`src/design/rectangle_fill_outline_raster_top_defines.svh`:
```
// Assertion macros used by the rectangle rasterizer back end.
`ifndef RECTANGLE_FILL_OUTLINE_RASTER_TOP_DEFINES_SVH
`define RECTANGLE_FILL_OUTLINE_RASTER_TOP_DEFINES_SVH

// Same-cycle implication, clocked on i_clk, off while i_rst_n is low.
`define RFOR_ASSERT_IMP(lbl, ante, cons, msg) \
    lbl: assert property (@(posedge i_clk) disable iff (!i_rst_n) (ante) |-> (cons)) \
        else $error(msg);

// Next-cycle implication, clocked on i_clk, off while i_rst_n is low.
`define RFOR_ASSERT_NXT(lbl, ante, cons, msg) \
    lbl: assert property (@(posedge i_clk) disable iff (!i_rst_n) (ante) |=> (cons)) \
        else $error(msg);

`endif

```
`src/design/rfor_fifo.sv`:
```
// Two-entry queue used between front and back and on the result side.
`timescale 1ns / 1ps
module rfor_fifo #(
    parameter int W = 8
) (
    input  logic         i_clk,
    input  logic         i_rst_n,
    input  logic         i_push,
    input  logic [W-1:0] i_data,
    output logic         o_full,
    input  logic         i_pop,
    output logic [W-1:0] o_data,
    output logic         o_empty
);
    logic [W-1:0] r_mem [2];
    logic         r_wp, r_rp;
    logic [1:0]   r_cnt;
    logic         do_push, do_pop;

    assign o_full  = (r_cnt == 2'd2);
    assign o_empty = (r_cnt == 2'd0);
    assign o_data  = r_mem[r_rp];
    assign do_push = i_push && !o_full;
    assign do_pop  = i_pop && !o_empty;

    always_ff @(posedge i_clk) begin
        if (!i_rst_n) begin
            r_wp  <= 1'b0;
            r_rp  <= 1'b0;
            r_cnt <= 2'd0;
        end else begin
            if (do_push) begin
                r_wp <= ~r_wp;
            end
            if (do_pop) begin
                r_rp <= ~r_rp;
            end
            case ({do_push, do_pop})
                2'b10:   r_cnt <= r_cnt + 2'd1;
                2'b01:   r_cnt <= r_cnt - 2'd1;
                default: r_cnt <= r_cnt;
            endcase
        end
    end

    always_ff @(posedge i_clk) begin
        if (do_push) begin
            r_mem[r_wp] <= i_data;
        end
    end

endmodule

```
`config.mk`:
```
export PLATFORM = sky130hd
export DESIGN_NAME = rfor_fifo
export DESIGN_NICKNAME = d
export VERILOG_FILES = /design/src/design/rectangle_fill_outline_raster_top_defines.svh /design/src/design/rfor_fifo.sv
export SDC_FILE = /design/constraint.sdc
export NUM_CORES = 1
export LEC_CHECK = 0
export BUFFER_PORTS_ARGS = -buffer_cell sky130_fd_sc_hd__buf_2
export CAP_MARGIN = 20
export CORE_MARGIN = 2
export CORE_UTILIZATION = 52
export DETAILED_ROUTE_END_ITERATION = 16
export PLACE_DENSITY = 0.91
export SETUP_SLACK_MARGIN = 0.15
export SLEW_MARGIN = 20
export SYNTH_ARGS = -nofsm -noshare
export SYNTH_HDL_FRONTEND = slang
export SYNTH_SLANG_ARGS = --single-unit
```
`constraint.sdc`:
```
create_clock -name i_clk -period 3.7 [get_ports i_clk]
set_input_delay 0.185 -clock i_clk [delete_from_list [all_inputs] [get_ports i_clk]]
set_output_delay 0.185 -clock i_clk [all_outputs]
set_load 0.1 [all_outputs]
```
Yosys cells after proc, flatten, opt, wreduce, memory -nomap -nowiden

Memories as Yosys holds them, arrays and structs flattened. A register that Yosys moved wholly into a read port is not among the register bits.
Index checks and enable logic that the tools add are counted.
Widths: inputs -> output; s select.

Flip-flop bits (word level): 4
RAM bits: 16
Bits of input ports: 12
Word-level logic and storage cells: 22
Memories: 1

Add/sub/neg operators: 2
Equal/unequal tests: 3
Muxes and demuxes: 5
Bitwise operators: 2
Reduce and logical (&&, ||, !) cells: 6

Memories:

| name  | words | bits a word | rd ports | clocked after memory_dff | wr ports | RTL line        | RTL |
|---|---|---|---|---|---|---|---|
| r_mem | 2     | 8           | 1        | 1                        | 1        | rfor_fifo.sv:15 | `logic [W-1:0] r_mem [2];` |

Operators by type and width:

| operator            | number |
|---|---|
| $eq 2x2->1 const B  | 2 |
| $mux 1              | 4 |
| $pmux 2 s2          | 1 |
| $add 2x1->2 const B | 1 |
| $eq 2x1->1 const B  | 1 |
| $logic_and 1x1->1   | 2 |
| $logic_not 1->1     | 2 |
| $logic_not 2->1     | 1 |
| $not 1->1           | 2 |
| $reduce_bool 2->1   | 1 |
| $sub 2x1->2 const B | 1 |

Longest topological paths before layout

Word-level depth: 5
Mapped depth: 6
Gate-level depth less buffers: 6

Least setup slack after synthesis

No wires, ideal clock.

Path type: flip-flop to output port
From: register r_cnt[0]
To: output o_empty
Arrival: 1.608 ns
Path slack: 1.907 ns
Cell stages (with the launch flop): 2
Path through: dfxtp_1 > nor2_1

Longest elaborated chain between the ends: 1

Ends and longest elaborated chain:

| what                   | RTL line        | RTL |
|---|---|---|
| start, declared        | rfor_fifo.sv:17 | `logic [1:0] r_cnt;` |
| start signal, assigned | rfor_fifo.sv:39 | `2'b10: r_cnt <= r_cnt + 2'd1;` |
| start signal, assigned | rfor_fifo.sv:40 | `2'b01: r_cnt <= r_cnt - 2'd1;` |
| start signal, assigned | rfor_fifo.sv:41 | `default: r_cnt <= r_cnt;` |
| $logic_not 2->1        | rfor_fifo.sv:21 | `assign o_empty = (r_cnt == 2'd0);` |
| end, declared          | rfor_fifo.sv:13 | `output logic o_empty` |

Every way passes these cells.

==> impl_results.md <==
- Status: completed
- Fin cells: 92
- Antenna cells: 0
- Post-synth EDFFs: 16
- Share of cells above drive strength 1: 0.447
- Crit Path Max Fanout: 8
- Tmin final: 1.71 ns
- H-tree lvl count: 1
- Most common cell after layout, fill and taps aside: buf_2
- Share of synthesized registers carrying an async set or reset: 0
- Busiest grt layer: met2
- Unique masters post-synth: 17
- Worst-Margin Slew: ~0.49 ns
- Root Buffer: clkbuf_4
- Max-slew violation count: 0
- Synth-to-Final Area Change: 18.4%
- Family with the most delay on the worst path: flip-flops
- Synthesized flop and latch total: 21
- Antenna violations before repair: 0
- Crit share post-route: 0.463
- Maximum capacitance violations: 0
- DR pass1 iterations: 4
- # resized after CTS: 0
- Worst Clk Skew: 0.00102 ns
- GR Util met2: 0.275
- Die Wd: between 40 and 50 um
- Routed len/inst: 13.9 um
- CTS tree: built
- Commonest non-fill, non-tap cells in the layout: buf_2, edfxtp_1, mux2_2
- Top-area cell type share of the netlist area: 0.599
- Critical Path AT: 1.53 ns
- Largest cells by area after synthesis: edfxtp_1, dfxtp_1, mux2_2, xnor2_1, nor2_1
- Starting density of the core: 0.545
- Worst min-delay path class: in2reg
- CP max-delay cell: dfxtp_1
- F_max: 0.583 GHz
- Post-Syn Nets: 65
- Sequential cell area fraction in the yosys report: 0.724
- Hold-fix buffers, CTS: 0
- Die Y: 43.3 um
- Total number of vias: roughly 470
- DRT antenna net count: 0
- WP buf/inv: 1
- Clock latency on the worst-skew pair: ~0.29 ns
- CP Capture Type: output pin
- Crit path kind: reg2out
- GRT met1 Usage: 0.181
- Unrepaired setup endpoints after global routing: no
- Synth Area per Inst: 15.4 um^2
- Crit path depth: 2
- Post-CTS Repair Setup Buffers: 0
- Top Ports: 22
- Clock tree buffer depth: 2
- Num CTS Buffers: 3
- Post-DP HPWL: roughly 960 um
- Critical path's largest stage delay: roughly 0.56 ns
- Hold WS: 0.0771 ns
- Cell taking the most area after synthesis: edfxtp_1
- R2R depth: 5
- GPL Wtd Cong: ~0.66
- Cell Area, Placed: about 920 um^2
- Design area: roughly 950 um^2
- Overflow after GRT: 0
- Ys flop type: edfxtp_1
- Required @ worst endpoint: 3.51 ns
- GRT Resource Usage Total: 0.157
- Remaining DRCs: 0
- Final wirelength: 1280 um
- Largest net degree at the start of global routing: 12
- Final setup viols: 0
- Iteration-0 DRC Markers: 7
- Num rows: 14
- Mapped Cells: 52
- M3 GR Usage: 0.0298
- Final hold violation count: 0
- Post-Syn Area: 802 um^2
- CP Launch Type: register
- Max-slew headroom: 0.676
- Port bufs: 21
- Layout Nets: 90
- Core area: 0.00147 mm^2
- Clk sinks: 21
- Clk slew on worst S/H paths: approximately 0.10 ns
- Hold path cells: 1
- Setup TNS: 0 ns
- Drt via density: 5.14
- First-pass GRT wire length: 2050 um
- Die area: 0.00187 mm^2
- Inst Count DP: 88
- Worst-path cell chain: mux2_2 > buf_2
- Vias in the first global route: 478
- YS warnings: 0
==> through the flow <==
stage / utilization / setup WS, ns
finish: 0.645 / 1.99
floorplan: - / 1.91
detailed placement: 0.628 / 2.15
CTS: 0.645 / 1.96
global route: 0.645 / 1.90
global placement: 0.628 / 2.23
==> sequential cells by signal, summed over array words and instances (netlist names), named ones only <==
signal	count
r_rp	1
r_wp	1
r_mem	16
r_cnt	2
==> final timing paths <==
| path | startpoint | endpoint | slack [ns] |
|---|---|---|---|
| setup / recovery | register | o_data[6] | 1.99 |
| hold / removal | i_data[3] | r_mem[0][3] | 0.08 |
| setup reg to reg | r_cnt[0] | r_cnt[1] | 2.15 |
| hold reg to reg | r_rp | r_rp | 0.53 |
==> Yosys cell counts, types with 2 or more instances <==
cell type / count
or3_1: 2
xnor2_1: 2
a21oi_1: 2
dfxtp_1: 5
inv_1: 3
o21ai_0: 2
nor2_1: 4
edfxtp_1: 16
mux2_2: 8
==> metal layers <==
metal | share of wire | up-vias
met2 | 0.49 | 17
li1 | - | 233
met4 | 0 | 0
met5 | 0 | -
met1 | 0.45 | 223
met3 | 0.060 | 0
==> cell families after synthesis <==
kind of cell | synth area share
compound gates | 0.0343
xor+xnor | 0.0328
fa+ha+maj | 0.0156
buf+inv | 0.0234
flops | 0.724
mux | 0.112
simple gates | 0.0577
==> layout make-up <==
type / instances / area (um^2)
multi-input cells: 26 / 203
fillers: 127 / 522
flip-flops and latches: 21 / 581
inverters: 4 / 15.0
clock buffers: 4 / 26.3
well taps: 16 / 20.0
repair buffers: 21 / 105
Power is not shown: default switching activity piles up to over one toggle a cycle in this logic, so the estimate is an artifact.
