==> config.mk <==
export PLATFORM = sky130hd
export DESIGN_NAME = rfor_front
export DESIGN_NICKNAME = d
export VERILOG_FILES = /design/src/design/rectangle_fill_outline_raster_top_defines.svh /design/src/design/rfor_pkg.sv /design/src/design/rfor_front.sv
export SDC_FILE = /design/constraint.sdc
export NUM_CORES = 1
export LEC_CHECK = 0
export BUFFER_PORTS_ARGS = -buffer_cell sky130_fd_sc_hd__buf_2
export CORE_AREA = 3 3 160 162
export CTS_CLUSTER_DIAMETER = 200
export DETAILED_ROUTE_END_ITERATION = 12
export DIE_AREA = 0 0 163 165
export GPL_TIMING_DRIVEN = 0
export PLACE_DENSITY = 0.63
export SYNTH_ARGS = -nofsm -noshare
export SYNTH_HDL_FRONTEND = slang
export SYNTH_SLANG_ARGS = --single-unit
==> constraint.sdc <==
create_clock -name i_clk -period 13.1 [get_ports i_clk]
set_input_delay 1.965 -clock i_clk [delete_from_list [all_inputs] [get_ports i_clk]]
set_output_delay 1.965 -clock i_clk [all_outputs]
set_load 0.01 [all_outputs]
==> src/design/rectangle_fill_outline_raster_top_defines.svh <==
// Assertion macros used by the rectangle rasterizer back end.
`ifndef RECTANGLE_FILL_OUTLINE_RASTER_TOP_DEFINES_SVH
`define RECTANGLE_FILL_OUTLINE_RASTER_TOP_DEFINES_SVH

// Same-cycle implication, clocked on i_clk, off while i_rst_n is low.
`define RFOR_ASSERT_IMP(lbl, ante, cons, msg) \
    lbl: assert property (@(posedge i_clk) disable iff (!i_rst_n) (ante) |-> (cons)) \
        else $error(msg);

// Next-cycle implication, clocked on i_clk, off while i_rst_n is low.
`define RFOR_ASSERT_NXT(lbl, ante, cons, msg) \
    lbl: assert property (@(posedge i_clk) disable iff (!i_rst_n) (ante) |=> (cons)) \
        else $error(msg);

`endif

==> src/design/rfor_pkg.sv <==
// Types and constants of the rectangle rasterizer.
`timescale 1ns / 1ps
package rfor_pkg;

    // item kinds
    localparam logic [1:0] KIND_START = 2'd0;
    localparam logic [1:0] KIND_DRAW  = 2'd1;
    localparam logic [1:0] KIND_READ  = 2'd2;

    // result status
    localparam logic [1:0] ST_OK    = 2'd0;
    localparam logic [1:0] ST_ERR   = 2'd1;
    localparam logic [1:0] ST_RANGE = 2'd2;

    // commands from the front to the back
    localparam logic [1:0] OP_NONE  = 2'd0;
    localparam logic [1:0] OP_CLEAR = 2'd1;
    localparam logic [1:0] OP_DRAW  = 2'd2;
    localparam logic [1:0] OP_READ  = 2'd3;

    // configuration register indexes
    localparam logic [1:0] CFG_WIDTH  = 2'd0;
    localparam logic [1:0] CFG_HEIGHT = 2'd1;
    localparam logic [1:0] CFG_BG     = 2'd2;

    localparam logic [7:0] CODE_FILL    = 8'h52;  // 'R'
    localparam logic [7:0] CODE_OUTLINE = 8'h72;  // 'r'

    localparam int CFG_W    = 10;
    localparam int BYTE_W   = 8;
    localparam int RDPOS_W  = 9;
    localparam int CMP_W    = 16;                 // width for size compares
    localparam logic [CFG_W-1:0]  SIDE_RST = 10'd1;
    localparam logic [BYTE_W-1:0] BG_RST   = 8'd32;

    typedef struct packed {
        logic [1:0]         op;
        logic [1:0]         status;
        logic               fill;
        logic [BYTE_W-1:0]  paint;
        logic [RDPOS_W-1:0] rd_col;
        logic [RDPOS_W-1:0] rd_row;
    } t_cmd_ctl;

    typedef struct packed {
        logic [1:0]        status;
        logic [BYTE_W-1:0] cell_byte;
    } t_res;

    localparam int CTL_W = $bits(t_cmd_ctl);
    localparam int RES_W = $bits(t_res);

endpackage

==> src/design/rfor_front.sv <==
// Front end: config registers, error flag, item checks and edge precompute.
`timescale 1ns / 1ps
module rfor_front #(
    parameter int MAX_SIDE   = 512,
    parameter int COORD_BITS = 24,
    parameter int FRAC_BITS  = 8,
    localparam int XB   = (MAX_SIDE > 1) ? $clog2(MAX_SIDE) : 1,
    localparam int SW_A = COORD_BITS + 2,
    localparam int SW_B = XB + FRAC_BITS + 2,
    localparam int SW   = (SW_A > SW_B) ? SW_A : SW_B
) (
    input  logic                         i_clk,
    input  logic                         i_rst_n,
    input  logic                         i_cfg_valid,
    output logic                         o_cfg_ready,
    input  logic [1:0]                   i_cfg_index,
    input  logic [rfor_pkg::CFG_W-1:0]   i_cfg_data,
    input  logic                         i_push,
    input  logic                         i_q_full,
    input  logic [1:0]                   i_kind,
    input  logic [7:0]                   i_shape_code,
    input  logic signed [COORD_BITS-1:0] i_rect_left,
    input  logic signed [COORD_BITS-1:0] i_rect_top,
    input  logic signed [COORD_BITS-1:0] i_rect_width,
    input  logic signed [COORD_BITS-1:0] i_rect_height,
    input  logic [7:0]                   i_paint_byte,
    input  logic [8:0]                   i_read_column,
    input  logic [8:0]                   i_read_row,
    output logic                         o_q_push,
    output rfor_pkg::t_cmd_ctl           o_ctl,
    output logic [8*SW-1:0]              o_bnd,
    output logic [XB:0]                  o_w_use,
    output logic [XB:0]                  o_h_use,
    output logic [7:0]                   o_bg
);
    import rfor_pkg::*;

    localparam logic signed [SW-1:0] ONE = {{(SW-1){1'b0}}, 1'b1} << FRAC_BITS;

    logic [CFG_W-1:0]  r_cfg_w, r_cfg_h;
    logic [BYTE_W-1:0] r_bg;
    logic              r_err, n_err;
    logic              accept, bad_draw;
    logic signed [SW-1:0] l, l1, r, r1, t, t1, b, b1;

    assign o_cfg_ready = 1'b1;
    assign accept      = i_push && !i_q_full;
    assign o_q_push    = accept;
    assign o_bg        = r_bg;

    always_ff @(posedge i_clk) begin
        if (!i_rst_n) begin
            r_cfg_w <= SIDE_RST;
            r_cfg_h <= SIDE_RST;
            r_bg    <= BG_RST;
            r_err   <= 1'b0;
        end else begin
            if (i_cfg_valid) begin
                unique case (i_cfg_index)
                    CFG_WIDTH:  r_cfg_w <= i_cfg_data;
                    CFG_HEIGHT: r_cfg_h <= i_cfg_data;
                    CFG_BG:     r_bg    <= i_cfg_data[BYTE_W-1:0];
                    default:    ;
                endcase
            end
            r_err <= n_err;
        end
    end

    // 0 counts as 1, anything above MAX_SIDE as MAX_SIDE
    always_comb begin
        if (r_cfg_w == '0) begin
            o_w_use = (XB+1)'(1);
        end else if (CMP_W'(r_cfg_w) > CMP_W'(MAX_SIDE)) begin
            o_w_use = (XB+1)'(MAX_SIDE);
        end else begin
            o_w_use = (XB+1)'(r_cfg_w);
        end
        if (r_cfg_h == '0) begin
            o_h_use = (XB+1)'(1);
        end else if (CMP_W'(r_cfg_h) > CMP_W'(MAX_SIDE)) begin
            o_h_use = (XB+1)'(MAX_SIDE);
        end else begin
            o_h_use = (XB+1)'(r_cfg_h);
        end
    end

    // closed rectangle edges and the one-unit border limits
    assign l  = SW'(i_rect_left);
    assign t  = SW'(i_rect_top);
    assign r  = l + SW'(i_rect_width);
    assign b  = t + SW'(i_rect_height);
    assign l1 = l + ONE;
    assign t1 = t + ONE;
    assign r1 = r - ONE;
    assign b1 = b - ONE;
    assign o_bnd = {l, l1, r, r1, t, t1, b, b1};

    assign bad_draw = (i_rect_width <= 0) || (i_rect_height <= 0) ||
                      !((i_shape_code == CODE_FILL) || (i_shape_code == CODE_OUTLINE));

    always_comb begin
        o_ctl        = '0;
        o_ctl.op     = OP_NONE;
        o_ctl.status = r_err ? ST_ERR : ST_OK;
        o_ctl.fill   = (i_shape_code == CODE_FILL);
        o_ctl.paint  = i_paint_byte;
        o_ctl.rd_col = i_read_column;
        o_ctl.rd_row = i_read_row;
        n_err        = r_err;
        unique case (i_kind)
            KIND_START: begin
                o_ctl.op     = OP_CLEAR;
                o_ctl.status = ST_OK;
                if (accept) begin
                    n_err = 1'b0;
                end
            end
            KIND_DRAW: begin
                if (!r_err) begin
                    if (bad_draw) begin
                        o_ctl.status = ST_ERR;
                        if (accept) begin
                            n_err = 1'b1;
                        end
                    end else begin
                        o_ctl.op = OP_DRAW;
                    end
                end
            end
            KIND_READ: begin
                if (!r_err) begin
                    if ((CMP_W'(i_read_column) >= CMP_W'(o_w_use)) ||
                        (CMP_W'(i_read_row) >= CMP_W'(o_h_use))) begin
                        o_ctl.status = ST_RANGE;
                    end else begin
                        o_ctl.op = OP_READ;
                    end
                end
            end
            default: ;
        endcase
    end

endmodule

# [Yosys cells after proc, flatten, opt, wreduce, memory -nomap -nowiden]
# Cells that the tools add are included.
[word_totals] register_bits=29 inputBits=149 out_inout_bits=269 elab_cells=56
[op_classes] addsub=6 magnitude_cmp=6 n_eq_ne=7 n_mux=17 reduce_logical=16
[ops] cell="25-bit by 10-bit subtractor with 26-bit output (second input constant)" count=2
[ops] cell="24-bit by 10-bit adder with 25-bit output (second input constant)" count=2
[ops] cell="24-bit by 24-bit adder with 25-bit output" count=2
[ops] cell="24-bit by 1-bit <= comparator with 1-bit output (second input constant)" count=2
[ops] cell="10-bit 2-to-1 mux" count=4
[ops] cell="9-bit by 10-bit >= comparator with 1-bit output" count=2
[ops] cell="10-bit > comparator (second input constant)" count=2
[ops] cell="10-bit zero test" count=2
[ops] cell="8-bit by 7-bit == test with 1-bit output (second input constant)" count=2
[ops] cell="4-bit case mux with 3 select lines" count=1
[ops] cell="4-bit 2-to-1 mux" count=2
[ops] cell="2-bit AND reduction" count=4
[ops] cell="1-bit 2-to-1 mux" count=6
[ops] cell="2-bit 2-to-1 mux" count=3
[ops] cell="2-bit by 1-bit == test with 1-bit output (second input constant)" count=2
[ops] cell="2-bit == test (second input constant)" count=2
[ops] cell="2-bit zero test" count=2
[ops] cell="1-bit logical OR" count=4
[ops] cell="1-bit zero test" count=2
[ops] cell="2-bit != test (second input constant)" count=1
[ops] cell="1-bit case mux with 2 select lines" count=1
[ops] cell="2-bit nonzero test" count=1
[ops] cell="1-bit logical AND" count=1

# [Depth between registers and ports, before layout]
[depth] word_depth=8 depth_mapped=16

# [Least setup slack after synthesis]
# OpenSTA, ideal clock, no wires.
[synth_timing] kind="input -> output" start="in i_rect_top[0]" end="out o_bnd[23]" t_arrival_ns=5.214 t_required_ns=11.135 slack_ns=5.921 path_stages=11 n_path_buf=0 path_cell_list="ha_1 -> fa_1 -> a211oi_1 -> nor2_1 -> a31oi_1 -> nand2_1 -> xor2_1 -> or3_4 -> or4b_4 -> or4b_1 -> xnor2_1"
[synth_between] elab_chain_cells=2
[synth_rtl] item="from (decl)" line_no="rfor_front.sv:23" rtl="input logic signed [COORD_BITS-1:0] i_rect_top,"
[synth_rtl] item="24-bit by 24-bit adder with 25-bit output" line_no="rfor_front.sv:92" rtl="assign b = t + SW'(i_rect_height);"
[synth_rtl] item="named net o_bnd[38]" line_no="rfor_front.sv:31" rtl="output logic [8*SW-1:0] o_bnd,"
[synth_rtl] item="25-bit by 10-bit subtractor with 26-bit output" line_no="rfor_front.sv:96" rtl="assign b1 = b - ONE;"
[synth_rtl] item="to (decl)" line_no="rfor_front.sv:31"
# The timed path passes the listed nets, and every way through them passes these cells.

# [Worst setup path after layout]
[layout_timing] start="in i_rect_top[0]" end="out o_bnd[23]"
[layout_between] elab_chain_cells=2
[layout_rtl] item="24-bit by 24-bit adder with 25-bit output" line_no="rfor_front.sv:92"
[layout_rtl] item="25-bit by 10-bit subtractor with 26-bit output" line_no="rfor_front.sv:96"
# Every way passes these cells.

==> reports/summary.txt <==
Remaining global-route overflow = 0
FF+latch count, synth = 29
GP Congestion = 0.936
Crit path capture type = primary output
Worst setup path endpoint = o_bnd[23]
Synth async-reset ratio = 0%
Hold/Removal Path Class = flip-flop to flip-flop
CTS Root Cell = clkbuf_16
Crit path required time = 11.14 ns
Most used DFF post-synth = dfxtp_1
Hpwl dp = 23.5 mm
Critical path class = input pin to primary output
Final worst-path setup slack = 5.24 ns
Gr busiest metal = met2
VDD IR max = 0.0511 mV
Number of setup buffers added after CTS = 0
Placed Area = 8990 sq um
YS warnings = 0
DR vias = 7,825
Initial Util = 27.0%
Max-cap viol count = 0
Initial DRC Count = 408
Clk pwr share = 16.9%
Comb power frac = 69.4%
First-pass GRT wire length = 39.1 mm
Final hold slack = 0.478 ns
I/O pin count = 418
Row cnt = 57
Mapped Cells = 901
Htree depth = 2
Sequential area share after synthesis = 8.86%
Fin crit period = 7.86 ns
DRT Pass-1 Iters = 7
CTS tree = built
Vias per inst = 4.77
Design area = 9160 sq um
Die height = 165 um
Slew @ Worst Pin = 0.978 ns
Core Footprint = 24,200 sq um
Sequential share of power = 13.7%
Worst reg2reg path startpoint = r_err$_SDFFE_PN0P_
Slowest cell delay on critical path = 0.58 ns
CTS resizes = 0
CTS Buffer Depth = 2
Syn Area/Cell = 7.27 sq um
Met2 GRT Util = 34.3%
Clock Sink Count = 29
Static leakage = 4.81 nW
Rel. slew slack = 33.9%
Final setup viols = 0
Clk Latency, worst-skew pair = 0.27 ns
Port bufs = 407
# DRC = 0
Num CTS Buffers = 5
Mapped Area = 6550 sq um
CP Launch Point = i_rect_top[0]
Critical path startpoint category = input pin
M1 GR Usage = 21.6%
Syn_nets = 1,122
Worst-path cell chain = buf_2 > ha_1 > fa_1 > a211oi_1 > nor2_1 > a31oi_1 > nand2_1 > xor2_1 > or3_4 > or4b_4 > or4b_1 > xnor2_1 > buf_2
Routed wire length = 26.7 mm
Die ar. = 26,900 sq um
Final Slew Violations = 0
Hold_buf cts = 0
Drt wl/cell = 16.2 um
Slowest stage cell, crit path = or4b_1
Largest net degree at the start of global routing = 11
P per Cell Area = 74.8 nW/um^2
Area taken by multi-input logic gates = 4840 sq um
RSZ-0062 raised after global routing = false
Setup TNS = 0 ns
Gr usage total = 18.1%
Final hold vios = 0
Final net count = 1,536
Area delta synth->final = 39.7%
Crit share post-route = 60.0%
Final Skew = 0 ns
Fill cells = 2,620
FF-to-FF End = r_err$_SDFFE_PN0P_
Reg2Reg Depth = 4
Global Route met3 Usage = 1.83%
Fmax = 127 MHz
EDFF count, synth = 0
Post-route ant nets = 0
Clk slew on worst S/H paths = 0.05 ns
Status = completed
Switching pwr = 0.000310 W
Initial antenna violation count = 1
Place WS = 5.23 ns
Reg area = 581 sq um
Synth cell types = 69
Vias in the first global route = 7,312
Worst reg-to-reg setup slack = 11.33 ns
P_int = 0.000375 W
Fraction of layout cells with a size suffix above 1 = 41.9%
Die X-Extent = 163 um
Switching Fraction = 45.3%
Crit Path Max Fanout = 5
CP most frequent cell = buf_2
WP data arrival = 5.90 ns
## cell usage in the layout, fill, tap and decap left out, types with 4 or more instances in the layout
| cell | instances |
|---|---|
| nor4_1 | 20 |
| or2_2 | 6 |
| nor2b_1 | 21 |
| mux2i_1 | 22 |
| dfxtp_1 | 29 |
| nand4_1 | 11 |
| o21a_1 | 4 |
| inv_1 | 44 |
| o2111ai_1 | 4 |
| buf_4 | 115 |
| nand3_1 | 26 |
| nor3_1 | 17 |
| a21boi_0 | 13 |
| a21o_1 | 29 |
| nand2b_1 | 23 |
| clkbuf_1 | 25 |
| a211oi_1 | 14 |
| and2_1 | 7 |
| a31oi_1 | 7 |
| nor4b_1 | 4 |
| o21ai_0 | 26 |
| and3_1 | 12 |
| o21bai_1 | 9 |
| nor2_1 | 69 |
| xor2_1 | 39 |
| ha_1 | 70 |
| nand2_1 | 73 |
| buf_2 | 407 |
| o31ai_1 | 5 |
| a21oi_1 | 44 |
| xnor2_1 | 49 |
| clkbuf_16 | 5 |
## flip-flops by register name, summed over array words and instances (netlist names)
register,count
o_bg,8
r_cfg_h,10
r_cfg_w,10
r_err,1
## logic make-up after synthesis
logic type	after synthesis	share of synthesized area, %
flops	29	8.86
compound gates	196	20.8
mux	22	3.36
simple gates	306	23.7
other cells	1	0.0572
buf+inv	186	17.2
xor+xnor	89	12.0
fa+ha+maj	72	14.0
## worst max-delay path: cells and delay by family
kind,cells,cell delay [ns]
compound gates,2,0.77
simple gates,5,1.83
buf+inv,2,0.28
fa+ha+maj,2,0.68
xor+xnor,2,0.37
## layout make-up
cell class	instances	share of cell area, %
multi-input cells	686	52.9
repair buffers	407	22.2
plain buffers	142	10.5
flip-flops and latches	29	6.34
well taps	324	4.43
inverters	44	1.80
clock buffers	7	1.67
clock inverters	1	0.0547
diodes	1	0.0273
## through the flow
stage	std cells	util, %	power (W)
6_report	1641	37.8	0.000685
2_1_floorplan	901	-	0.000381
5_1_grt	1641	37.8	0.000733
3_5_place_dp	1632	37.1	0.000569
3_3_place_gp	1632	37.1	0.000567
4_1_cts	1640	37.7	0.000689
## per-layer routing
metal / vias up / part of all wire (%)
li1: 3906 / -
met1: 3538 / 42
met2: 340 / 50
met3: 41 / 5.8
met4: 0 / 2.5
met5: - / 0
## worst min-delay path by stage
stage | startpoint | end | slack, ns | depth (start not counted)
2_1_floorplan | r_cfg_w[0]$_SDFFE_PN1P_ | r_cfg_w[0]$_SDFFE_PN1P_ | 0.44 | 2
3_3_place_gp | r_cfg_h[8]$_SDFFE_PN0P_ | r_cfg_h[8]$_SDFFE_PN0P_ | 0.47 | 2
3_5_place_dp | r_cfg_w[0]$_SDFFE_PN1P_ | r_cfg_w[0]$_SDFFE_PN1P_ | 0.47 | 2
4_1_cts | o_bg[5]$_SDFFE_PN1P_ | o_bg[5]$_SDFFE_PN1P_ | 0.49 | 2
5_1_grt | r_cfg_h[7]$_SDFFE_PN0P_ | r_cfg_h[7]$_SDFFE_PN0P_ | 0.51 | 2
6_report | o_bg[5]$_SDFFE_PN1P_ | o_bg[5]$_SDFFE_PN1P_ | 0.48 | 2
## synthesized netlist by cell type, types with 3 or more instances
| cell type | number | area (sq um) |
|---|---|---|
| nor4_1 | 20 | 125 |
| nor3_1 | 17 | 85.1 |
| o21ai_0 | 26 | 130 |
| a41oi_1 | 3 | 26.3 |
| xnor2_1 | 49 | 429 |
| nand4_1 | 11 | 68.8 |
| o21a_1 | 4 | 30.0 |
| mux2i_1 | 22 | 220 |
| nor2b_1 | 21 | 131 |
| a21o_1 | 29 | 218 |
| nand2_1 | 73 | 274 |
| dfxtp_1 | 29 | 581 |
| nor3b_1 | 3 | 22.5 |
| a211oi_1 | 14 | 105 |
| o31ai_1 | 5 | 37.5 |
| a31o_2 | 3 | 26.3 |
| or2_2 | 6 | 37.5 |
| o211ai_1 | 3 | 22.5 |
| a21oi_1 | 44 | 220 |
| o21bai_1 | 9 | 67.6 |
| xor2_1 | 39 | 342 |
| o21ai_1 | 3 | 15.0 |
| clkbuf_1 | 25 | 93.8 |
| nor4b_1 | 4 | 35.0 |
| and3_1 | 12 | 75.1 |
| o41ai_1 | 3 | 26.3 |
| a21boi_0 | 13 | 97.6 |
| ha_1 | 70 | 876 |
| nand2b_1 | 23 | 144 |
| inv_1 | 44 | 165 |
| o2111ai_1 | 4 | 35.0 |
| nand3_1 | 26 | 130 |
| a31oi_1 | 7 | 43.8 |
| buf_4 | 115 | 863 |
| and2_1 | 7 | 43.8 |
| nor2_1 | 69 | 259 |
## power by group through the flow
stage / clock [W] / combinational (W) / sequential [W]
detailed placement: 0 / 0.000473 / 0.0000956
global route: 0.000122 / 0.000517 / 0.0000942
global placement: 0 / 0.000472 / 0.0000955
floorplan: 0 / 0.000286 / 0.0000953
CTS: 0.000119 / 0.000476 / 0.0000939
finish: 0.000116 / 0.000475 / 0.0000940
No activity file was read; power rests on OpenSTA's default activity.
